## src/tlc_pkg.sv

```systemverilog
// ----------------------------------------------------------------------------
// tlc_pkg
// Shared types and constants of the two-road traffic light controller.
// ----------------------------------------------------------------------------
`default_nettype none

package tlc_pkg;

   // Lamp codes of one head: bit0 red, bit1 yellow, bit2 green.
   localparam logic [2:0] LAMP_OFF    = 3'b000;
   localparam logic [2:0] LAMP_RED    = 3'b001;
   localparam logic [2:0] LAMP_YELLOW = 3'b010;
   localparam logic [2:0] LAMP_GREEN  = 3'b100;

   // Values after reset.
   localparam int RED_RESET    = 5;
   localparam int YELLOW_RESET = 2;
   localparam int GREEN_RESET  = 3;
   localparam int WALK_RESET   = 20;

   // The buzzer may sound once the phase counter is at or below this value.
   localparam logic [7:0] BEEP_WINDOW = 8'd3;

   localparam int WALK_W = 10;

   // Edited colour codes as shown on the result channel.
   localparam logic [1:0] SHOW_RED    = 2'd0;
   localparam logic [1:0] SHOW_YELLOW = 2'd1;
   localparam logic [1:0] SHOW_GREEN  = 2'd2;

   typedef enum logic [4:0] {
      PH_INIT       = 5'b00001,
      PH_TWO_GREEN  = 5'b00010,
      PH_TWO_YELLOW = 5'b00100,
      PH_ONE_GREEN  = 5'b01000,
      PH_ONE_YELLOW = 5'b10000
   } phase_type;

   typedef enum logic [3:0] {
      EC_INIT   = 4'b0001,
      EC_RED    = 4'b0010,
      EC_YELLOW = 4'b0100,
      EC_GREEN  = 4'b1000
   } edit_colour_type;

   typedef enum logic [3:0] {
      WC_NONE   = 4'b0001,
      WC_GREEN  = 4'b0010,
      WC_YELLOW = 4'b0100,
      WC_RED    = 4'b1000
   } walk_colour_type;

   typedef struct packed {
      logic second_tick;
      logic blink_tick;
      logic beep_tick;
      logic mode_press;
      logic mode_long_press;
      logic time_press;
      logic enter_press;
      logic walk_request;
   } req_payload_type;

   typedef struct packed {
      logic [2:0] road_one_lamps;
      logic [2:0] road_two_lamps;
      logic [2:0] walk_lamps;
      logic       buzzer_on;
      logic [7:0] left_display;
      logic [7:0] right_display;
      logic [6:0] edit_value;
      logic       in_manual;
      logic [1:0] edited_colour;
   } rsp_payload_type;

endpackage

`default_nettype wire

```

## src/tlc_if.sv

```systemverilog
// ----------------------------------------------------------------------------
// tlc_if
// Valid/ready channels of the controller: request events in, lamp and
// display results out.
// ----------------------------------------------------------------------------
`default_nettype none

interface tlc_req_if;
   logic valid;
   logic ready;
   logic second_tick;
   logic blink_tick;
   logic beep_tick;
   logic mode_press;
   logic mode_long_press;
   logic time_press;
   logic enter_press;
   logic walk_request;

   modport source (
      output valid, second_tick, blink_tick, beep_tick, mode_press,
             mode_long_press, time_press, enter_press, walk_request,
      input  ready
   );
   modport sink (
      input  valid, second_tick, blink_tick, beep_tick, mode_press,
             mode_long_press, time_press, enter_press, walk_request,
      output ready
   );
endinterface

interface tlc_rsp_if;
   logic       valid;
   logic       ready;
   logic [2:0] road_one_lamps;
   logic [2:0] road_two_lamps;
   logic [2:0] walk_lamps;
   logic       buzzer_on;
   logic [7:0] left_display;
   logic [7:0] right_display;
   logic [6:0] edit_value;
   logic       in_manual;
   logic [1:0] edited_colour;

   modport source (
      output valid, road_one_lamps, road_two_lamps, walk_lamps, buzzer_on,
             left_display, right_display, edit_value, in_manual, edited_colour,
      input  ready
   );
   modport sink (
      input  valid, road_one_lamps, road_two_lamps, walk_lamps, buzzer_on,
             left_display, right_display, edit_value, in_manual, edited_colour,
      output ready
   );
endinterface

`default_nettype wire

```

## src/tlc_engine.sv

```systemverilog
// ----------------------------------------------------------------------------
// tlc_engine
// Controller state and its one-request update: phase sequencer, countdowns,
// manual editing with duration rebalancing, and the pedestrian walk head.
// ----------------------------------------------------------------------------
`default_nettype none

module tlc_engine #(
   parameter int MAX_DURATION = 99
) (
   input  wire logic                    clock,
   input  wire logic                    reset,
   input  wire logic                    step_go,
   input  wire tlc_pkg::req_payload_type req_data,
   output tlc_pkg::rsp_payload_type     rsp_data
);
   import tlc_pkg::*;

   localparam int DUR_W = $clog2(MAX_DURATION + 1);
   localparam int SUM_W = DUR_W + 2;
   localparam logic [DUR_W-1:0] DUR_MAX = DUR_W'(MAX_DURATION);
   localparam logic [DUR_W-1:0] DUR_ONE = DUR_W'(1);

   logic                  manual_ff, manual_in;
   phase_type             phase_ff, phase_in;
   logic [7:0]            pcount_ff, pcount_in;
   logic [7:0]            count_one_ff, count_one_in;
   logic [7:0]            count_two_ff, count_two_in;
   logic [DUR_W-1:0]      red_ff, red_in;
   logic [DUR_W-1:0]      yellow_ff, yellow_in;
   logic [DUR_W-1:0]      green_ff, green_in;
   edit_colour_type       ecol_ff, ecol_in;
   logic [DUR_W-1:0]      ebuf_ff, ebuf_in;
   logic                  walk_active_ff, walk_active_in;
   logic [WALK_W-1:0]     walk_rem_ff, walk_rem_in;
   walk_colour_type       wcol_ff, wcol_in;
   logic                  beep_ff, beep_in;
   logic [8:0]            lamp_ff, lamp_in;
   logic                  buzzer_ff, buzzer_in;

   // Twice the cycle length, kept to the width of the walk timer.
   function automatic logic [WALK_W-1:0] walk_reload(
      input logic [DUR_W-1:0] r, input logic [DUR_W-1:0] y, input logic [DUR_W-1:0] g
   );
      logic [SUM_W-1:0] sum;
      sum = SUM_W'(r) + SUM_W'(y) + SUM_W'(g);
      return WALK_W'({sum, 1'b0});
   endfunction

   // Difference of two durations, held to the legal duration range.
   function automatic logic [DUR_W-1:0] clamp_diff(
      input logic [DUR_W-1:0] a, input logic [DUR_W-1:0] b
   );
      logic signed [DUR_W:0] diff;
      diff = $signed({1'b0, a}) - $signed({1'b0, b});
      if (diff < $signed((DUR_W+1)'(1))) begin
         return DUR_ONE;
      end else if (diff > $signed({1'b0, DUR_MAX})) begin
         return DUR_MAX;
      end
      return DUR_W'(diff);
   endfunction

   always_comb begin
      edit_colour_type   c;
      edit_colour_type   c_next;
      logic [2:0]        blink_bit;
      logic [DUR_W-1:0]  stored;
      logic [DUR_W-1:0]  r, y, g;

      manual_in      = manual_ff;
      phase_in       = phase_ff;
      pcount_in      = pcount_ff;
      count_one_in   = count_one_ff;
      count_two_in   = count_two_ff;
      red_in         = red_ff;
      yellow_in      = yellow_ff;
      green_in       = green_ff;
      ecol_in        = ecol_ff;
      ebuf_in        = ebuf_ff;
      walk_active_in = walk_active_ff;
      walk_rem_in    = walk_rem_ff;
      wcol_in        = wcol_ff;
      beep_in        = beep_ff;
      lamp_in        = lamp_ff;
      buzzer_in      = buzzer_ff;
      c              = EC_RED;
      c_next         = EC_RED;
      blink_bit      = LAMP_RED;
      stored         = DUR_ONE;
      r              = red_ff;
      y              = yellow_ff;
      g              = green_ff;

      if (!manual_ff) begin
         if (req_data.second_tick) begin
            unique case (phase_ff)
               PH_INIT: begin
                  pcount_in    = 8'(green_ff);
                  count_one_in = 8'(red_ff);
                  count_two_in = 8'(green_ff);
                  phase_in     = PH_TWO_GREEN;
               end
               PH_TWO_GREEN: begin
                  pcount_in    = pcount_ff - 8'd1;
                  lamp_in[5:3] = LAMP_GREEN;
                  lamp_in[2:0] = LAMP_RED;
                  wcol_in      = WC_GREEN;
                  if (pcount_in == 8'd0) begin
                     pcount_in    = 8'(yellow_ff);
                     count_one_in = count_one_ff - 8'd1;
                     count_two_in = 8'(yellow_ff);
                     phase_in     = PH_TWO_YELLOW;
                     lamp_in[5:3] = LAMP_YELLOW;
                     wcol_in      = WC_YELLOW;
                  end else begin
                     count_one_in = count_one_ff - 8'd1;
                     count_two_in = count_two_ff - 8'd1;
                  end
               end
               PH_TWO_YELLOW: begin
                  pcount_in    = pcount_ff - 8'd1;
                  lamp_in[5:3] = LAMP_YELLOW;
                  lamp_in[2:0] = LAMP_RED;
                  wcol_in      = WC_YELLOW;
                  if (pcount_in == 8'd0) begin
                     pcount_in    = 8'(green_ff);
                     count_one_in = 8'(green_ff);
                     count_two_in = 8'(red_ff);
                     phase_in     = PH_ONE_GREEN;
                     lamp_in[2:0] = LAMP_GREEN;
                     lamp_in[5:3] = LAMP_RED;
                     wcol_in      = WC_RED;
                  end else begin
                     count_one_in = count_one_ff - 8'd1;
                     count_two_in = count_two_ff - 8'd1;
                  end
               end
               PH_ONE_GREEN: begin
                  pcount_in    = pcount_ff - 8'd1;
                  lamp_in[2:0] = LAMP_GREEN;
                  lamp_in[5:3] = LAMP_RED;
                  wcol_in      = WC_RED;
                  if (pcount_in == 8'd0) begin
                     pcount_in    = 8'(yellow_ff);
                     count_one_in = 8'(yellow_ff);
                     count_two_in = count_two_ff - 8'd1;
                     phase_in     = PH_ONE_YELLOW;
                     lamp_in[2:0] = LAMP_YELLOW;
                  end else begin
                     count_one_in = count_one_ff - 8'd1;
                     count_two_in = count_two_ff - 8'd1;
                  end
               end
               PH_ONE_YELLOW: begin
                  pcount_in    = pcount_ff - 8'd1;
                  lamp_in[2:0] = LAMP_YELLOW;
                  lamp_in[5:3] = LAMP_RED;
                  wcol_in      = WC_RED;
                  if (pcount_in == 8'd0) begin
                     pcount_in    = 8'(green_ff);
                     count_one_in = 8'(red_ff);
                     count_two_in = 8'(green_ff);
                     phase_in     = PH_TWO_GREEN;
                     lamp_in[5:3] = LAMP_GREEN;
                     lamp_in[2:0] = LAMP_RED;
                     wcol_in      = WC_GREEN;
                  end else begin
                     count_one_in = count_one_ff - 8'd1;
                     count_two_in = count_two_ff - 8'd1;
                  end
               end
               default: begin
                  phase_in = PH_INIT;
               end
            endcase
            if (walk_active_ff) begin
               walk_rem_in = walk_rem_ff - WALK_W'(1);
            end
         end

         if (req_data.mode_long_press) begin
            manual_in = 1'b1;
         end

         // Walk head still follows the sequencer in the step that enters manual.
         if (req_data.walk_request) begin
            walk_active_in = 1'b1;
            walk_rem_in    = walk_reload(red_ff, yellow_ff, green_ff);
         end
         if (walk_rem_in == '0) begin
            walk_active_in = 1'b0;
            lamp_in[8:6]   = LAMP_OFF;
            buzzer_in      = 1'b0;
            walk_rem_in    = walk_reload(red_ff, yellow_ff, green_ff);
         end
         if (walk_active_in) begin
            unique case (wcol_in)
               WC_GREEN: begin
                  lamp_in[8:6] = LAMP_GREEN;
                  if ((pcount_in <= BEEP_WINDOW) && req_data.beep_tick) begin
                     beep_in   = ~beep_ff;
                     buzzer_in = ~beep_ff;
                  end
               end
               WC_RED: begin
                  lamp_in[8:6] = LAMP_RED;
                  buzzer_in    = 1'b0;
               end
               WC_YELLOW: begin
                  lamp_in[8:6] = LAMP_YELLOW;
                  buzzer_in    = 1'b0;
               end
               default: begin
                  // No colour yet: the walk head keeps what it shows.
               end
            endcase
         end
      end else begin
         if (ecol_ff == EC_INIT) begin
            ecol_in = EC_RED;
            ebuf_in = red_ff;
         end
         c = ecol_in;

         unique case (c)
            EC_YELLOW: blink_bit = LAMP_YELLOW;
            EC_GREEN:  blink_bit = LAMP_GREEN;
            default:   blink_bit = LAMP_RED;
         endcase
         if (req_data.blink_tick) begin
            lamp_in[2:0] = (lamp_ff[2:0] ^ blink_bit) & blink_bit;
            lamp_in[5:3] = (lamp_ff[5:3] ^ blink_bit) & blink_bit;
         end

         if (req_data.mode_press) begin
            unique case (c)
               EC_RED:    c_next = EC_YELLOW;
               EC_YELLOW: c_next = EC_GREEN;
               default:   c_next = EC_RED;
            endcase
            ecol_in = c_next;
            unique case (c_next)
               EC_YELLOW: ebuf_in = yellow_ff;
               EC_GREEN:  ebuf_in = green_ff;
               default:   ebuf_in = red_ff;
            endcase
         end

         if (req_data.time_press) begin
            ebuf_in = (ebuf_in >= DUR_MAX) ? '0 : ebuf_in + DUR_ONE;
         end

         // Enter stores into the colour selected at the start of the request.
         if (req_data.enter_press) begin
            stored = (ebuf_in == '0) ? DUR_ONE : ebuf_in;
            unique case (c)
               EC_YELLOW: y = stored;
               EC_GREEN:  g = stored;
               default:   r = stored;
            endcase
            red_in    = r;
            yellow_in = y;
            green_in  = g;
            unique case (c)
               EC_YELLOW: begin
                  if (r < g) red_in = clamp_diff(g, y);
                  else       green_in = clamp_diff(r, y);
               end
               EC_GREEN: begin
                  if (r < g) red_in = clamp_diff(g, y);
                  else       yellow_in = clamp_diff(r, g);
               end
               default: begin
                  if (r < g) yellow_in = clamp_diff(g, r);
                  else       green_in = clamp_diff(r, y);
               end
            endcase
            walk_rem_in = walk_reload(red_in, yellow_in, green_in);
         end

         if (req_data.mode_long_press) begin
            manual_in = 1'b0;
         end
      end
   end

   always_ff @(posedge clock) begin
      if (reset) begin
         manual_ff      <= 1'b0;
         phase_ff       <= PH_INIT;
         pcount_ff      <= 8'd0;
         count_one_ff   <= 8'd0;
         count_two_ff   <= 8'd0;
         red_ff         <= DUR_W'(RED_RESET);
         yellow_ff      <= DUR_W'(YELLOW_RESET);
         green_ff       <= DUR_W'(GREEN_RESET);
         ecol_ff        <= EC_INIT;
         ebuf_ff        <= '0;
         walk_active_ff <= 1'b0;
         walk_rem_ff    <= WALK_W'(WALK_RESET);
         wcol_ff        <= WC_NONE;
         beep_ff        <= 1'b0;
         lamp_ff        <= '0;
         buzzer_ff      <= 1'b0;
      end else if (step_go) begin
         manual_ff      <= manual_in;
         phase_ff       <= phase_in;
         pcount_ff      <= pcount_in;
         count_one_ff   <= count_one_in;
         count_two_ff   <= count_two_in;
         red_ff         <= red_in;
         yellow_ff      <= yellow_in;
         green_ff       <= green_in;
         ecol_ff        <= ecol_in;
         ebuf_ff        <= ebuf_in;
         walk_active_ff <= walk_active_in;
         walk_rem_ff    <= walk_rem_in;
         wcol_ff        <= wcol_in;
         beep_ff        <= beep_in;
         lamp_ff        <= lamp_in;
         buzzer_ff      <= buzzer_in;
      end
   end

   // The result reflects the state as it stands after this request.
   always_comb begin
      rsp_data.road_one_lamps = lamp_in[2:0];
      rsp_data.road_two_lamps = lamp_in[5:3];
      rsp_data.walk_lamps     = lamp_in[8:6];
      rsp_data.buzzer_on      = buzzer_in;
      rsp_data.left_display   = count_one_in;
      rsp_data.right_display  = count_two_in;
      rsp_data.edit_value     = 7'(ebuf_in);
      rsp_data.in_manual      = manual_in;
      unique case (ecol_in)
         EC_YELLOW: rsp_data.edited_colour = SHOW_YELLOW;
         EC_GREEN:  rsp_data.edited_colour = SHOW_GREEN;
         default:   rsp_data.edited_colour = SHOW_RED;
      endcase
   end

endmodule

`default_nettype wire

```

## src/two_road_traffic_light_controller_core.sv

```systemverilog
// ----------------------------------------------------------------------------
// two_road_traffic_light_controller_core
// Two-road traffic light controller with a pedestrian head, fed by tick and
// button requests over a valid/ready channel.
//
//   channel   direction  carries
//   req_bus   in         tick and button flags, one request per event
//   rsp_bus   out        lamps, buzzer, countdowns, edit buffer and mode
//
// Each request is held in an input register, updates the controller state
// and leaves its result in an output register, so one request per cycle is
// sustained while results are taken. A stalled result holds the update; the
// input register then fills and req_bus.ready drops. Reset is synchronous
// and restores the default durations and the automatic sequencer.
// ----------------------------------------------------------------------------
`default_nettype none

module two_road_traffic_light_controller_core #(
   parameter int MAX_DURATION = 99
) (
   input  wire logic clock,
   input  wire logic reset,
   tlc_req_if.sink   req_bus,
   tlc_rsp_if.source rsp_bus
);
   import tlc_pkg::*;

   logic            in_valid_ff;
   req_payload_type in_data_ff, in_data_in;
   logic            out_valid_ff;
   rsp_payload_type out_data_ff;
   rsp_payload_type step_result;
   logic            step_go;

   assign step_go       = in_valid_ff && (!out_valid_ff || rsp_bus.ready);
   assign req_bus.ready = !in_valid_ff || step_go;

   assign in_data_in.second_tick     = req_bus.second_tick;
   assign in_data_in.blink_tick      = req_bus.blink_tick;
   assign in_data_in.beep_tick       = req_bus.beep_tick;
   assign in_data_in.mode_press      = req_bus.mode_press;
   assign in_data_in.mode_long_press = req_bus.mode_long_press;
   assign in_data_in.time_press      = req_bus.time_press;
   assign in_data_in.enter_press     = req_bus.enter_press;
   assign in_data_in.walk_request    = req_bus.walk_request;

   tlc_engine #(
      .MAX_DURATION(MAX_DURATION)
   ) u_engine (
      .clock   (clock),
      .reset   (reset),
      .step_go (step_go),
      .req_data(in_data_ff),
      .rsp_data(step_result)
   );

   always_ff @(posedge clock) begin
      if (reset) begin
         in_valid_ff  <= 1'b0;
         out_valid_ff <= 1'b0;
      end else begin
         if (req_bus.valid && req_bus.ready) begin
            in_valid_ff <= 1'b1;
         end else if (step_go) begin
            in_valid_ff <= 1'b0;
         end
         if (step_go) begin
            out_valid_ff <= 1'b1;
         end else if (rsp_bus.ready) begin
            out_valid_ff <= 1'b0;
         end
      end
   end

   always_ff @(posedge clock) begin
      if (req_bus.valid && req_bus.ready) begin
         in_data_ff <= in_data_in;
      end
      if (step_go) begin
         out_data_ff <= step_result;
      end
   end

   assign rsp_bus.valid          = out_valid_ff;
   assign rsp_bus.road_one_lamps = out_data_ff.road_one_lamps;
   assign rsp_bus.road_two_lamps = out_data_ff.road_two_lamps;
   assign rsp_bus.walk_lamps     = out_data_ff.walk_lamps;
   assign rsp_bus.buzzer_on      = out_data_ff.buzzer_on;
   assign rsp_bus.left_display   = out_data_ff.left_display;
   assign rsp_bus.right_display  = out_data_ff.right_display;
   assign rsp_bus.edit_value     = out_data_ff.edit_value;
   assign rsp_bus.in_manual      = out_data_ff.in_manual;
   assign rsp_bus.edited_colour  = out_data_ff.edited_colour;

endmodule

`default_nettype wire
```

## src/flat_wrapper.sv

```systemverilog
// flat-port wrapper written by rule: the top's interface ports become plain ports
module two_road_traffic_light_controller_core_flat import tlc_pkg::*;
#(
   parameter int MAX_DURATION = 99
)
  (clock, reset, req_bus_valid, req_bus_second_tick, req_bus_blink_tick, req_bus_beep_tick, req_bus_mode_press, req_bus_mode_long_press, req_bus_time_press, req_bus_enter_press, req_bus_walk_request, req_bus_ready, rsp_bus_valid, rsp_bus_road_one_lamps, rsp_bus_road_two_lamps, rsp_bus_walk_lamps, rsp_bus_buzzer_on, rsp_bus_left_display, rsp_bus_right_display, rsp_bus_edit_value, rsp_bus_in_manual, rsp_bus_edited_colour, rsp_bus_ready);
  tlc_req_if req_bus_i ();
  tlc_rsp_if rsp_bus_i ();
  input  wire logic clock;
  input  wire logic reset;
  input wire logic [$bits(req_bus_i.valid)-1:0] req_bus_valid;
  input wire logic [$bits(req_bus_i.second_tick)-1:0] req_bus_second_tick;
  input wire logic [$bits(req_bus_i.blink_tick)-1:0] req_bus_blink_tick;
  input wire logic [$bits(req_bus_i.beep_tick)-1:0] req_bus_beep_tick;
  input wire logic [$bits(req_bus_i.mode_press)-1:0] req_bus_mode_press;
  input wire logic [$bits(req_bus_i.mode_long_press)-1:0] req_bus_mode_long_press;
  input wire logic [$bits(req_bus_i.time_press)-1:0] req_bus_time_press;
  input wire logic [$bits(req_bus_i.enter_press)-1:0] req_bus_enter_press;
  input wire logic [$bits(req_bus_i.walk_request)-1:0] req_bus_walk_request;
  output wire logic [$bits(req_bus_i.ready)-1:0] req_bus_ready;
  output wire logic [$bits(rsp_bus_i.valid)-1:0] rsp_bus_valid;
  output wire logic [$bits(rsp_bus_i.road_one_lamps)-1:0] rsp_bus_road_one_lamps;
  output wire logic [$bits(rsp_bus_i.road_two_lamps)-1:0] rsp_bus_road_two_lamps;
  output wire logic [$bits(rsp_bus_i.walk_lamps)-1:0] rsp_bus_walk_lamps;
  output wire logic [$bits(rsp_bus_i.buzzer_on)-1:0] rsp_bus_buzzer_on;
  output wire logic [$bits(rsp_bus_i.left_display)-1:0] rsp_bus_left_display;
  output wire logic [$bits(rsp_bus_i.right_display)-1:0] rsp_bus_right_display;
  output wire logic [$bits(rsp_bus_i.edit_value)-1:0] rsp_bus_edit_value;
  output wire logic [$bits(rsp_bus_i.in_manual)-1:0] rsp_bus_in_manual;
  output wire logic [$bits(rsp_bus_i.edited_colour)-1:0] rsp_bus_edited_colour;
  input wire logic [$bits(rsp_bus_i.ready)-1:0] rsp_bus_ready;
  assign req_bus_i.valid = req_bus_valid;
  assign req_bus_i.second_tick = req_bus_second_tick;
  assign req_bus_i.blink_tick = req_bus_blink_tick;
  assign req_bus_i.beep_tick = req_bus_beep_tick;
  assign req_bus_i.mode_press = req_bus_mode_press;
  assign req_bus_i.mode_long_press = req_bus_mode_long_press;
  assign req_bus_i.time_press = req_bus_time_press;
  assign req_bus_i.enter_press = req_bus_enter_press;
  assign req_bus_i.walk_request = req_bus_walk_request;
  assign req_bus_ready = req_bus_i.ready;
  assign rsp_bus_valid = rsp_bus_i.valid;
  assign rsp_bus_road_one_lamps = rsp_bus_i.road_one_lamps;
  assign rsp_bus_road_two_lamps = rsp_bus_i.road_two_lamps;
  assign rsp_bus_walk_lamps = rsp_bus_i.walk_lamps;
  assign rsp_bus_buzzer_on = rsp_bus_i.buzzer_on;
  assign rsp_bus_left_display = rsp_bus_i.left_display;
  assign rsp_bus_right_display = rsp_bus_i.right_display;
  assign rsp_bus_edit_value = rsp_bus_i.edit_value;
  assign rsp_bus_in_manual = rsp_bus_i.in_manual;
  assign rsp_bus_edited_colour = rsp_bus_i.edited_colour;
  assign rsp_bus_i.ready = rsp_bus_ready;
  two_road_traffic_light_controller_core #(.MAX_DURATION(MAX_DURATION)) u_core (.clock(clock), .reset(reset), .req_bus(req_bus_i), .rsp_bus(rsp_bus_i));
endmodule
```

## config.mk

```make
export PLATFORM = sky130hd
export DESIGN_NAME = two_road_traffic_light_controller_core_flat
export DESIGN_NICKNAME = d
export VERILOG_FILES = /design/src/tlc_pkg.sv /design/src/tlc_if.sv /design/src/tlc_engine.sv /design/src/two_road_traffic_light_controller_core.sv /design/src/flat_wrapper.sv
export SDC_FILE = /design/constraint.sdc
export NUM_CORES = 1
export LEC_CHECK = 0
export ABC_AREA = 1
export ABC_CLOCK_PERIOD_IN_PS = 15200
export BUFFER_PORTS_ARGS = -buffer_cell sky130_fd_sc_hd__buf_4
export CAP_MARGIN = 25
export CELL_PAD_IN_SITES_DETAIL_PLACEMENT = 1
export CELL_PAD_IN_SITES_GLOBAL_PLACEMENT = 2
export CORE_MARGIN = 4
export CORE_UTILIZATION = 40
export CTS_BUF_LIST = sky130_fd_sc_hd__clkbuf_4
export DETAILED_ROUTE_END_ITERATION = 8
export PLACE_DENSITY_LB_ADDON = 0.1
export SYNTH_ARGS = -nofsm -noshare
export SYNTH_HDL_FRONTEND = slang
export SYNTH_SLANG_ARGS = --single-unit
```

## constraint.sdc

```tcl
create_clock -name clock -period 15.2 [get_ports clock]
set_clock_uncertainty 0.1 [all_clocks]
set_input_delay 3.04 -clock clock [delete_from_list [all_inputs] [get_ports clock]]
set_output_delay 3.04 -clock clock [all_outputs]
set_load 0.02 [all_outputs]
```

=== Yosys cells after proc, flatten, opt, wreduce, memory -nomap -nowiden ===
Index checks and enable logic that the tools add are counted.
W data, S select, Z words.

* $add $sub $neg: 13
* Reductions and logical operators: 21
* Bitwise gates (word level): 6
* $lt $le $gt $ge: 11
* Mux-type cells: 148
* Eq/ne operators: 21

{| class="wikitable"
|+ Operators with widths
! operator !! number
|-
| $mux W7 || 43
|-
| $mux W8 || 14
|-
| $pmux W8 S5 || 2
|-
| $mux W10 || 7
|-
| $pmux W7 S2 || 4
|-
| $mux W1 || 44
|-
| $mux W4 || 10
|-
| $gt A8 B8 Y1 const B || 4
|-
| $lt A8 B2 Y1 const B || 4
|-
| $sub A7 B7 Y8 || 4
|-
| $mux W5 || 5
|-
| $pmux W5 S5 || 1
|-
| $mux W6 || 4
|-
| $pmux W6 S4 || 1
|-
| $pmux W8 S3 || 1
|-
| $sub A8 B1 Y8 const B || 3
|-
| $add A8 B7 Y9 || 2
|-
| $mux W3 || 6
|-
| $add A7 B7 Y8 || 2
|-
| $eq A4 B3 Y1 const B || 4
|-
| $eq A4 B4 Y1 const B || 4
|-
| $pmux W4 S4 || 1
|-
| $logic_not A10 Y1 || 1
|-
| $sub A10 B1 Y10 const B || 1
|-
| other kinds (32) || 48
|}

* Input bits: 12
* Output and inout bits: 38
* Bits in registers: 134
* Logic and storage cells: 255

=== Longest topological paths before layout ===
* Depth in word-level cells: 37
* Mapped depth: 51

=== Hierarchy ===
Synthesis repeated with hierarchy kept, for this count alone.

* Cell total of the unflattened synthesis: 1584
* Area, all modules: 10829.1 um2

{| class="wikitable"
|+ By module, submodules not included
! module !! area an instance (um2) !! instances !! cells an instance !! seq. area each (um2)
|-
| tlc_engine || 9416.5 || 1 || 1528 || 1761.7
|-
| two_road_traffic_light_controller_core || 1412.6 || 1 || 56 || 1361.3
|}

=== Worst setup path before layout ===
Ideal clock, no wire load.

* Kind: register to register
* Start: reg u_core.u_engine.ecol_ff[1]
* End: reg u_core.u_engine.walk_rem_ff[8]
* Path slack: 8266 ps
* Buffers on the path: 1
* Library setup time: 74 ps
* Arrival time: 6760 ps
* Period minus slack after synthesis: 6934 ps
* Stages on the path, launching flop included: 49
* Data required time: 15026 ps
* Cell sequence: dfxtp_1 nor2_1 inv_2 nor3_2 inv_1 clkbuf_1 ha_1 nand2_1 nand3_1 o211ai_1 nand2_1 ha_1 nor2_1 nand3_2 nand3_4 inv_1 nor2_1 inv_1 (+13 left out) nor3b_1 nand3_1 nand3_1 o2111ai_1 o21ai_0 nand2_1 fa_1 inv_1 ha_1 inv_1 fa_1 o21ai_0 a21oi_1 nor2_1 nor2_1 xor2_1 nand2_1 a31oi_1

* Cells in the longest elaborated chain, start to end: 37

{| class="wikitable"
|+ Ends and longest elaborated chain
! what !! RTL line !! text
|-
| start: declaration || tlc_engine.sv:32 || <nowiki>edit_colour_type ecol_ff, ecol_in;</nowiki>
|-
| start signal: assignment || tlc_engine.sv:315 || <nowiki>ecol_ff <= ecol_in;</nowiki>
|-
| $eq A4 B1 Y1 || tlc_engine.sv:220 || <nowiki>if (ecol_ff == EC_INIT) begin</nowiki>
|-
| $mux W4 || tlc_engine.sv:220 ||
|-
| $mux W4 || tlc_engine.sv:95 || <nowiki>if (!manual_ff) begin</nowiki>
|-
| $eq A4 B3 Y1 / $eq A4 B2 Y1 (equally long branches) || tlc_engine.sv:237, tlc_engine.sv:257, tlc_engine.sv:265 ||
|-
| $pmux W4 S2 || tlc_engine.sv:237 || <nowiki>unique case (c)</nowiki>
|-
| $mux W4 || tlc_engine.sv:236 || <nowiki>if (req_data.mode_press) begin</nowiki>
|-
| $mux W4 || tlc_engine.sv:95 ||
|-
| $eq A4 B4 Y1 / $eq A4 B3 Y1 (equally long branches) || tlc_engine.sv:243 || <nowiki>unique case (c_next)</nowiki>
|-
| (+21 left out) || n/a ||
|-
| $mux W7, on equally long branches || tlc_engine.sv:271, tlc_engine.sv:267, tlc_engine.sv:275 ||
|-
| $pmux W7 S2 || tlc_engine.sv:265 || <nowiki>unique case (c)</nowiki>
|-
| $mux W7 || tlc_engine.sv:255 || <nowiki>if (req_data.enter_press) begin</nowiki>
|-
| $mux W7 || tlc_engine.sv:95 ||
|-
| $add A7 B7 Y8 || tlc_engine.sv:46 || <nowiki>sum = SUM_W'(r) + SUM_W'(y) + SUM_W'(g);</nowiki>
|-
| $add A8 B7 Y9 * || tlc_engine.sv:46 ||
|-
| $mux W10 * || tlc_engine.sv:255 ||
|-
| $mux W10 * || tlc_engine.sv:95 ||
|-
| end signal: assignment || tlc_engine.sv:301 || <nowiki>walk_rem_ff <= WALK_W'(WALK_RESET);</nowiki>
|-
| end signal: assignment || tlc_engine.sv:318 || <nowiki>walk_rem_ff <= walk_rem_in;</nowiki>
|-
| end: declaration || tlc_engine.sv:35 || <nowiki>logic [WALK_W-1:0] walk_rem_ff, walk_rem_in;</nowiki>
|}

Mark *: on every way between the ends. The rest lies on a longest branch, timed or not. The select of a mux whose other input is x is not followed.
A chain may end at the register's enable or synchronous reset.

=== Worst setup path after layout ===
Ends and elaborated chain as after synthesis.

==> flow_results.xml <==
<?xml version="1.0" encoding="UTF-8"?>
<metrics>
  <group name="status">
    <metric name="run_status" unit="">finished clean</metric>
  </group>
  <group name="synth">
    <metric name="yosys_register_bits" unit="">134</metric>
    <metric name="synth_largest_area_cell" unit="">sky130_fd_sc_hd__dfxtp_1</metric>
    <metric name="post_synth_main_area_contributors" unit="">sky130_fd_sc_hd__dfxtp_1 (17%), sky130_fd_sc_hd__edfxtp_1 (12%), sky130_fd_sc_hd__nand2_1 (10%)</metric>
    <metric name="synth_fp_nets" unit="">1640</metric>
    <metric name="synth_seq_area_share" unit="%">29.3</metric>
    <metric name="yosysMostFrequentCell" unit="">sky130_fd_sc_hd__nand2_1</metric>
    <metric name="ys_async_sr_fraction" unit="%">0</metric>
    <metric name="netlist.area_leader.share" unit="%">16.9</metric>
    <metric name="yosys_synthesis_warning_count" unit="">0</metric>
    <metric name="synth_top_flop_cell" unit="">sky130_fd_sc_hd__dfxtp_1</metric>
    <metric name="synthDistinctLibCells" unit="">62</metric>
    <metric name="syn-instance-count" unit="">1560</metric>
    <metric name="synth.cell_area" unit="µm²">10700</metric>
    <metric name="synth.top_cells.by_count" unit="">sky130_fd_sc_hd__nand2_1 (298), sky130_fd_sc_hd__inv_1 (227), sky130_fd_sc_hd__nor2_1 (173)</metric>
    <metric name="synth_edf_count" unit="">44</metric>
    <metric name="syn_avg_cell_area" unit="µm²">6.83</metric>
  </group>
  <group name="cts">
    <metric name="cts_repair_resize_count" unit="">0</metric>
    <metric name="cts_root_buf" unit="">sky130_fd_sc_hd__clkbuf_4</metric>
    <metric name="cts.hold.buffers_added" unit="">0</metric>
    <metric name="cts_post_setup_buffers_inserted" unit="">0</metric>
    <metric name="cts_tree" unit="">yes</metric>
    <metric name="clk-insertion-delay-late" unit="ps">580</metric>
    <metric name="cts_max_level" unit="">4</metric>
    <metric name="cts-buffers-inserted" unit="">17</metric>
    <metric name="clk_sink_count" unit="">134</metric>
    <metric name="clk_transition_reported_paths" unit="ps">150</metric>
    <metric name="cts_buffer_depth" unit="">2</metric>
  </group>
  <group name="setup_path">
    <metric name="critical_path.max_stage_delay" unit="ps">460</metric>
    <metric name="timing.critical_path.buf_inv" unit="">8</metric>
    <metric name="setup.worst_path.start_class" unit="">register</metric>
    <metric name="critical_path.reg2reg.endpoint" unit="">u_core.u_engine.walk_rem_ff[8]</metric>
    <metric name="reg2regPathDepth" unit="">48</metric>
    <metric name="worst_path_max_delay_cell" unit="">sky130_fd_sc_hd__dfxtp_1</metric>
    <metric name="crit_required" unit="ps">15610</metric>
    <metric name="worst_setup_slack_for_register_to_register_paths" unit="ps">7320</metric>
    <metric name="cp.arrival" unit="ps">8290</metric>
    <metric name="setup.worst_path.class" unit="">register to register</metric>
    <metric name="critical_path.max_fanout" unit="">14</metric>
    <metric name="worstSetupEndpointType" unit="">register</metric>
    <metric name="critical-path-top-delay-family" unit="">simple AND/OR/NAND/NOR gates</metric>
    <metric name="crit_path_frequent_cell" unit="">sky130_fd_sc_hd__nand2_1</metric>
    <metric name="worstReg2RegStart" unit="">u_core.u_engine.ecol_ff[1]</metric>
  </group>
  <group name="sta">
    <metric name="slew_headroom" unit="%">38.5</metric>
    <metric name="setup_viol" unit="">0</metric>
    <metric name="setup_total_negative_slack" unit="ps">0</metric>
    <metric name="finalHoldWorstSlack" unit="ps">385</metric>
    <metric name="achievable_clock_frequency" unit="GHz">0.127</metric>
    <metric name="final_critical_path_setup_slack" unit="ps">7320</metric>
    <metric name="setup_repair_after_global_routing_missed_its_margin" unit="">no</metric>
    <metric name="final-max-slew-violation-count" unit="">0</metric>
    <metric name="finalCriticalPeriod" unit="ps">7880</metric>
    <metric name="final.period_utilization" unit="%">51.8</metric>
    <metric name="slew_at_the_pin_closest_to_its_max_slew_limit" unit="ps">920</metric>
    <metric name="finalHoldViolCount" unit="">0</metric>
  </group>
  <group name="place">
    <metric name="place_worst_setup_slack" unit="ps">7350</metric>
    <metric name="dp_cells" unit="">1896</metric>
    <metric name="gp_routability_congestion" unit="">0.918</metric>
    <metric name="port-buffer-count" unit="">49</metric>
    <metric name="detailed_place.area" unit="µm²">11300</metric>
    <metric name="place_hpwl" unit="µm">29800</metric>
  </group>
  <group name="min_path">
    <metric name="min-delay-path-class" unit="">register to register</metric>
    <metric name="hold_end" unit="">u_core.u_engine.wcol_ff[2]</metric>
    <metric name="instance_count_along_the_most_critical_hold_path" unit="">2</metric>
    <metric name="hold_path_startpoint" unit="">u_core.u_engine.wcol_ff[2]</metric>
  </group>
  <group name="power">
    <metric name="power.density_cell_area" unit="nW/µm²">104</metric>
    <metric name="power.leakage" unit="nW">5.33</metric>
    <metric name="swShare" unit="%">46.0</metric>
    <metric name="internal_power" unit="mW">0.647</metric>
    <metric name="largest_vdd_supply_drop" unit="µV">43.3</metric>
    <metric name="pwr-share-clk" unit="%">20.2</metric>
    <metric name="pwr-share-comb" unit="%">45.6</metric>
    <metric name="p_sw" unit="mW">0.550</metric>
    <metric name="sequentialPowerShare" unit="%">34.2</metric>
  </group>
  <group name="detailed_routing">
    <metric name="wl_per_cell" unit="µm">20.1</metric>
    <metric name="drt-total-wl" unit="µm">38800</metric>
    <metric name="antenna_violating_nets_post_route" unit="">0</metric>
    <metric name="via_density_per_instance" unit="">5.57</metric>
    <metric name="remaining_drc_errors" unit="">0</metric>
    <metric name="drt-initial-drc-count" unit="">698</metric>
    <metric name="dr.pass1.iters" unit="">7</metric>
    <metric name="total_via_count_in_the_routed_design" unit="">10800</metric>
  </group>
  <group name="finish">
    <metric name="syn2layout_area_growth" unit="%">8.47</metric>
    <metric name="final_nets" unit="">1661</metric>
    <metric name="layout.filler_cells" unit="">3460</metric>
    <metric name="instances_no_fill" unit="">1930</metric>
    <metric name="multi_input_area" unit="µm²">6400</metric>
    <metric name="stdcell_area" unit="µm²">11600</metric>
    <metric name="drive_above_1_share" unit="%">8.72</metric>
    <metric name="register_area" unit="µm²">3120</metric>
  </group>
  <group name="floorplanning">
    <metric name="floorplan.initialDensity" unit="%">40.8</metric>
    <metric name="die_height" unit="µm">171</metric>
    <metric name="floorplan.die_area" unit="µm²">29300</metric>
    <metric name="area_of_the_core" unit="µm²">26100</metric>
    <metric name="num_rows" unit="">59</metric>
    <metric name="die_width" unit="µm">171</metric>
    <metric name="num_io_pins" unit="">50</metric>
  </group>
  <group name="global_routing">
    <metric name="grt_pass1_wl" unit="µm">60000</metric>
    <metric name="gr-total-overflow" unit="">0</metric>
    <metric name="gr-usage-all-layers" unit="%">26.3</metric>
    <metric name="maximum_number_of_pins_on_one_net_before_global_route_repair" unit="">52</metric>
    <metric name="antenna_found_initial" unit="">1</metric>
    <metric name="grt_pass1_vias" unit="">10800</metric>
  </group>
  <group name="flow_run">
    <metric name="maxCapViolations" unit="">0</metric>
  </group>
</metrics>
## worst min-delay path: stages, from the launching register on
cell	delay, ps
sky130_fd_sc_hd__dfxtp_1	340
sky130_fd_sc_hd__nand2_1	60
sky130_fd_sc_hd__a21oi_1	60
## cells in the final DEF (no fill, tap or decap), types with 3 or more instances in the layout
| cell | netlist | routed |
|---|---|---|
| sky130_fd_sc_hd__xor2_1 | 29 | 29 |
| sky130_fd_sc_hd__buf_4 | 2 | 59 |
| sky130_fd_sc_hd__nor2_1 | 173 | 173 |
| sky130_fd_sc_hd__xnor2_1 | 15 | 15 |
| sky130_fd_sc_hd__nand3_1 | 84 | 84 |
| sky130_fd_sc_hd__nand3_2 | 6 | 6 |
| sky130_fd_sc_hd__nor2_4 | 4 | 4 |
| sky130_fd_sc_hd__clkbuf_4 | 0 | 17 |
| sky130_fd_sc_hd__o21ai_1 | 15 | 15 |
| sky130_fd_sc_hd__nand2_1 | 298 | 297 |
| sky130_fd_sc_hd__nand3b_1 | 5 | 5 |
| sky130_fd_sc_hd__a211oi_1 | 14 | 14 |
| sky130_fd_sc_hd__a31oi_1 | 9 | 9 |
| sky130_fd_sc_hd__a21oi_1 | 123 | 123 |
| sky130_fd_sc_hd__clkinv_4 | 0 | 3 |
| sky130_fd_sc_hd__o211ai_1 | 14 | 14 |
| sky130_fd_sc_hd__nor4_1 | 6 | 6 |
| sky130_fd_sc_hd__ha_1 | 48 | 48 |
| sky130_fd_sc_hd__inv_6 | 0 | 4 |
| sky130_fd_sc_hd__o21ai_0 | 127 | 127 |
| sky130_fd_sc_hd__inv_2 | 4 | 6 |
| sky130_fd_sc_hd__inv_8 | 0 | 4 |
| sky130_fd_sc_hd__clkinv_1 | 2 | 3 |
| sky130_fd_sc_hd__nand2_4 | 3 | 3 |
| sky130_fd_sc_hd__o2111ai_1 | 3 | 3 |
| sky130_fd_sc_hd__nor3_1 | 17 | 17 |
| sky130_fd_sc_hd__inv_1 | 227 | 225 |
| sky130_fd_sc_hd__nand4_1 | 22 | 22 |
| sky130_fd_sc_hd__dfxtp_1 | 90 | 90 |
| sky130_fd_sc_hd__o221ai_1 | 12 | 12 |
| sky130_fd_sc_hd__fa_1 | 20 | 20 |
| sky130_fd_sc_hd__nor2_2 | 3 | 3 |
| sky130_fd_sc_hd__edfxtp_1 | 44 | 44 |
| sky130_fd_sc_hd__o22ai_1 | 18 | 18 |
| sky130_fd_sc_hd__o31ai_1 | 8 | 8 |
| sky130_fd_sc_hd__o21bai_1 | 3 | 3 |
| sky130_fd_sc_hd__a22oi_1 | 12 | 12 |
| sky130_fd_sc_hd__nand2_2 | 13 | 14 |
## metal layers
layer	up-vias	wire length, µm	part of all wire [%]	GRT usage (%)
met2	222	19000	49	46.3
met5	-	0	0	0
met1	5229	17500	45	33.9
li1	5240	-	-	-
met3	62	1350	3.5	3.38
met4	0	992	2.6	7.72
## power by group through the flow
stage / Sequential (mW) / Combinational, mW / Clock (mW)
6_report: 0.409 / 0.546 / 0.242
4_1_cts: 0.409 / 0.548 / 0.249
2_1_floorplan: 0.421 / 0.390 / 0
3_5_place_dp: 0.417 / 0.544 / 0
3_3_place_gp: 0.416 / 0.535 / 0
5_1_grt: 0.412 / 0.618 / 0.265
## stage by stage
step / power, mW / util (%)
detailed placement: 0.961 / 43.1
CTS: 1.21 / 44.1
global placement: 0.951 / 43.1
finish: 1.20 / 44.2
floorplan: 0.811 / -
global route: 1.29 / 44.2
## registers in the layout, summed over array words and instances, names as in the netlist, 5 cells and up
name and count:
u_core.u_engine.count_one_ff 8, u_core.u_engine.phase_ff 5, u_core.u_engine.yellow_ff 7, u_core.in_data_ff 8
u_core.u_engine.pcount_ff 8, u_core.rsp_bus.edit_value 7, u_core.u_engine.red_ff 7, u_core.rsp_bus.right_display 8
u_core.u_engine.count_two_ff 8, u_core.u_engine.lamp_ff 9, u_core.u_engine.green_ff 7, u_core.u_engine.walk_rem_ff 10
u_core.u_engine.ebuf_ff 7, u_core.rsp_bus.left_display 8
## kinds of logic after synthesis
logic type	after synthesis	synth area share, %
fa+ha+maj	68	9.39
mux	1	0.0939
compound gates	374	20.2
xor+xnor	44	3.62
simple gates	647	26.8
flops	134	29.3
buf+inv	292	10.6
## worst max path at each step
stage                                    start                        endpoint  slack (ps)  depth (start not counted)
global route        u_core.u_engine.ecol_ff[1]  u_core.u_engine.walk_rem_ff[8]        6400                         47
floorplan           u_core.u_engine.ecol_ff[1]  u_core.u_engine.walk_rem_ff[8]        8270                         48
detailed placement  u_core.u_engine.ecol_ff[1]  u_core.u_engine.walk_rem_ff[8]        7350                         48
finish              u_core.u_engine.ecol_ff[1]  u_core.u_engine.walk_rem_ff[8]        7320                         48
CTS                 u_core.u_engine.ecol_ff[1]  u_core.u_engine.walk_rem_ff[8]        7320                         47
global placement    u_core.u_engine.ecol_ff[1]  u_core.u_engine.walk_rem_ff[7]        7590                         44
## cell type report
class | count | area share [%]
repair buffers | 60 | 4.01
clock inverters | 15 | 1.20
diodes | 1 | 0.0216
clock buffers | 17 | 1.10
multi-input cells | 1134 | 55.4
well taps | 335 | 3.63
flip-flops and latches | 134 | 27.0
inverters | 234 | 7.62
No activity file was read; power rests on OpenSTA's default activity.
